==> config.mk <==
export PLATFORM = sky130hd
export DESIGN_NAME = sssp_ram
export DESIGN_NICKNAME = d
export VERILOG_FILES = /design/src/sv/assert_macros.svh /design/src/sv/sssp_ram.sv
export SDC_FILE = /design/constraint.sdc
export NUM_CORES = 1
export LEC_CHECK = 0
export ABC_AREA = 1
export ABC_CLOCK_PERIOD_IN_PS = 3500
export BUFFER_PORTS_ARGS = -buffer_cell sky130_fd_sc_hd__buf_2
export CAP_MARGIN = 20
export CORE_ASPECT_RATIO = 2
export CORE_UTILIZATION = 30
export DETAILED_ROUTE_END_ITERATION = 12
export GPL_ROUTABILITY_DRIVEN = 0
export PLACE_DENSITY_LB_ADDON = 0.1
export SYNTH_ARGS = -nofsm -noshare
export SYNTH_HDL_FRONTEND = slang
export SYNTH_SLANG_ARGS = --single-unit
==> constraint.sdc <==
create_clock -name clock -period 3.5 [get_ports clock]
set_clock_uncertainty 0.15 [all_clocks]
set_input_delay 0.525 -clock clock [delete_from_list [all_inputs] [get_ports clock]]
set_output_delay 0.525 -clock clock [all_outputs]
set_load 0.005 [all_outputs]
==> src/sv/assert_macros.svh <==
// Assertion macros for the RTL files
`ifndef ASSERT_MACROS_SVH
`define ASSERT_MACROS_SVH

// Same-cycle implication, disabled during reset
`define SSSP_ASSERT_IMPL(label, clk, rst, ante, cons, msg) \
   label: assert property (@(posedge clk) disable iff (rst) (ante) |-> (cons)) \
      else $error(msg);

// Next-cycle implication, disabled during reset
`define SSSP_ASSERT_NEXT(label, clk, rst, ante, cons, msg) \
   label: assert property (@(posedge clk) disable iff (rst) (ante) |=> (cons)) \
      else $error(msg);

`endif

==> src/sv/sssp_ram.sv <==
// Generic single-write, single-read RAM with registered read data
module sssp_ram #(
   parameter int WIDTH = 8,
   parameter int DEPTH = 64,
   localparam int ADDR_W = $clog2(DEPTH)
) (
   input  logic              clock,
   input  logic              wr_en,
   input  logic [ADDR_W-1:0] wr_addr,
   input  logic [WIDTH-1:0]  wr_data,
   input  logic [ADDR_W-1:0] rd_addr,
   output logic [WIDTH-1:0]  rd_data
);

   logic [WIDTH-1:0] mem [DEPTH];

   // write port
   always_ff @(posedge clock) begin
      if (wr_en) begin
         mem[wr_addr] <= wr_data;
      end
   end

   // registered read port
   always_ff @(posedge clock) begin
      rd_data <= mem[rd_addr];
   end

endmodule

==> metrics.md <==
| Metric | Value |
|---|---|
| Fin crit share | `67.6%` |
| Pleak | `8.68 nW` |
| Setup crit end kind | `register` |
| Die height | `between 300 and 400 um` |
| Antenna viol nets, final | `0` |
| Worst Path Arrival | `~2.4 ns` |
| Worst R2R Path Depth | `8` |
| Register area | `between 0.015 and 0.02 sq mm` |
| Ys Warns | `0` |
| Num CTS Buffers | `47` |
| Power share of the sequential group | `a little over half` |
| Fill cells | `between 6,000 and 7,000` |
| Final #Nets | `1,890` |
| Drc violations | `0` |
| ANT cells | `0` |
| Switch share | `between 20% and 30%` |
| Multi-input logic area | `0.00495 sq mm` |
| First-pass DRT Iterations | `5` |
| Final TNS setup | `0 ns` |
| Clock Sinks | `520` |
| Seq cells post-synth | `520` |
| IO buf count | `29` |
| Area growth from synthesis to layout | `13.9%` |
| Crit Path Max Fanout | `9` |
| Mapped Cells | `~1,800` |
| Reg2reg end | `rd_data[6]` |
| Initial core utilization | `30.2%` |
| Worst r2r src | `mem[62][6]` |
| Antenna violations before repair | `1` |
| Max clock buf depth | `3` |
| GRT Total Usage | `19.3%` |
| Post_cts resized | `0` |
| Die W | `between 150 and 200 um` |
| Hold_sp | `rd_addr[5]` |
| Post-route minimum period | `2.37 ns` |
| Core box area | `between 0.07 and 0.08 sq mm` |
| WP data required | `3.56 ns` |
| I/O pin count | `30` |
| Final Setup Violations | `0` |
| WS Path Type | `in -> reg` |
| R2R Setup Slk | `about 1.9 ns` |
| Worst-Skew Late Latency | `about 0.60 ns` |
| Syn Nets | `roughly 1,800` |
| Largest net degree at the start of global routing | `~130` |
| CTS Hold Buffers Added | `0` |
| Hold path depth | `3` |
| Maximum vdd ir drop | `around 0.3 mV` |
| Distinct cells, synth | `16` |
| CTS root buf | `clkbuf_16` |
| Vias | `around 14,000` |
| Starting DRT DRC Count | `roughly 860` |
| RSZ-0062 raised after global routing | `no` |
| Post-CTS Setup Bufs | `0` |
| CTS tree | `built` |
| Mapped cell area | `approximately 0.021 sq mm` |
| Die ar. | `0.0723 sq mm` |
| Placed cell areas | `about 0.023 sq mm` |
| Final Util | `34.4%` |
| Commonest non-fill, non-tap cell in the layout | `nand2_1` |
| Final hold viol count | `0` |
| Status | `complete, no violations` |
| Clock power frac | `about 41%` |
| Share of cells above drive strength 1 | `10.6%` |
| Sequential cell area fraction in the yosys report | `between 70 and 80%` |
| Post-DP HPWL | `42,600 um` |
| Commonest non-fill, non-tap cells in the layout | `648 x nand2_1, 512 x edfxtp_1, 439 x nand3_1, 84 x buf_4, 56 x nor2_1` |
| Clk slew on worst S/H paths | `approximately 0.07 ns` |
| Vias/cell | `4.91` |
| Tightest Hold Check Type | `in -> reg` |
| Slew Viols, Final | `0` |
| Row count | `approximately 140` |
| First-pass GRT wire length | `between 90,000 and 100,000 um` |
| Cell Int Power | `about 0.01 W` |
| Mean Syn Cell Area | `11.8 sq um` |
| Wire per inst | `between 20 and 25 um` |
| H-Tree Depth | `2` |
| Worst-margin pin slew | `about 0.94 ns` |
| Total routed wirelength | `approximately 69,000 um` |
| Comb pwr share | `6.8%` |
| Post-route design area | `around 0.024 sq mm` |
| Startpoint class of the critical path | `primary input` |
| Vias in the first global route | `between 10,000 and 15,000` |
| Worst Hold Endpoint | `rd_data[0]` |
| Switching power summed over all nets | `~0.0031 W` |
| Hold WS | `~0.16 ns` |
| PD cells | `542 mW/mm^2` |
| F_max | `423 MHz` |
| Number of max-cap violations | `0` |
| Grt ovf | `0` |
| Slew margin rel. | `a little under two fifths` |
## final cells by class
| type | count | area share (%) |
|---|---|---|
| timing repair buffer | 127 | 4.47 |
| tap | 910 | 4.69 |
| inverter | 12 | 0.227 |
| clock buffer | 56 | 5.15 |
| clock inverter | 30 | 1.17 |
| sequential | 520 | 63.9 |
| multi-input combinational | 1160 | 20.4 |
## flip-flops by register name, indices dropped and copies added, names as in the netlist
register / cells
mem: 512
rd_data: 8
## worst max path at each step
stage,startpoint,end,depth (start not counted)
after CTS,wr_addr[1],mem[45][1],4
final,wr_addr[1],mem[45][1],4
after detailed placement,wr_addr[1],mem[13][2],4
after floorplan,wr_en,mem[48][0],3
after global placement,wr_addr[1],mem[45][1],4
after global routing,wr_addr[1],mem[45][0],4
## cell usage after synthesis
cell type | instances | share of area [%]
buf_1 | 10 | 0.18
buf_2 | 37 | 0.87
buf_4 | 14 | 0.49
buf_6 | 35 | 1.8
buf_8 | 2 | 0.14
clkbuf_1 | 15 | 0.26
dfxtp_1 | 8 | 0.75
edfxtp_1 | 512 | 72
inv_1 | 10 | 0.18
inv_2 | 1 | 0.018
inv_6 | 1 | 0.041
nand2_1 | 648 | 11
nand3_1 | 439 | 10
nand4_1 | 9 | 0.26
nor2_1 | 56 | 0.99
nor4_1 | 8 | 0.23
## metal layers
metal  global-route usage [%]  vias to the layer above  routed length [um]
met1                     21.5                     7007               26400
met3                     1.69                      115                1780
met4                     8.20                        2                2860
met5                        0                        -                  14
li1                         -                     6464                   -
met2                     36.8                      225               38000
## worst max-delay path, stage by stage
cell,delay (ns)
buf_2,0.15
inv_1,0.19
nand4_1,0.65
nor2_1,0.90
## power by group through the flow
stage / clock (W) / combinational, W / sequential, W
5_1_grt: 0.00565 / 0.000983 / 0.00691
6_report: 0.00535 / 0.000900 / 0.00691
2_1_floorplan: 0 / 0.000484 / 0.00704
3_3_place_gp: 0 / 0.000923 / 0.00705
4_1_cts: 0.00549 / 0.000931 / 0.00691
3_5_place_dp: 0 / 0.000929 / 0.00705
## logic make-up after synthesis
group | after synthesis | synth area share [%]
flip-flops | 520 | 72.8
buffers and inverters | 125 | 4.02
AND/OR/NAND/NOR | 1160 | 23.2
## through the flow
stage / power [W] / instances / worst slack, ns
floorplan: 0.00752 / 1805 / 1.06
global placement: 0.00797 / 2728 / 0.548
detailed placement: 0.00798 / 2729 / 0.512
CTS: 0.0133 / 2815 / 1.14
global route: 0.0135 / 2815 / 1.09
finish: 0.0132 / 2815 / 1.13
No activity file was read; power rests on OpenSTA's default activity.
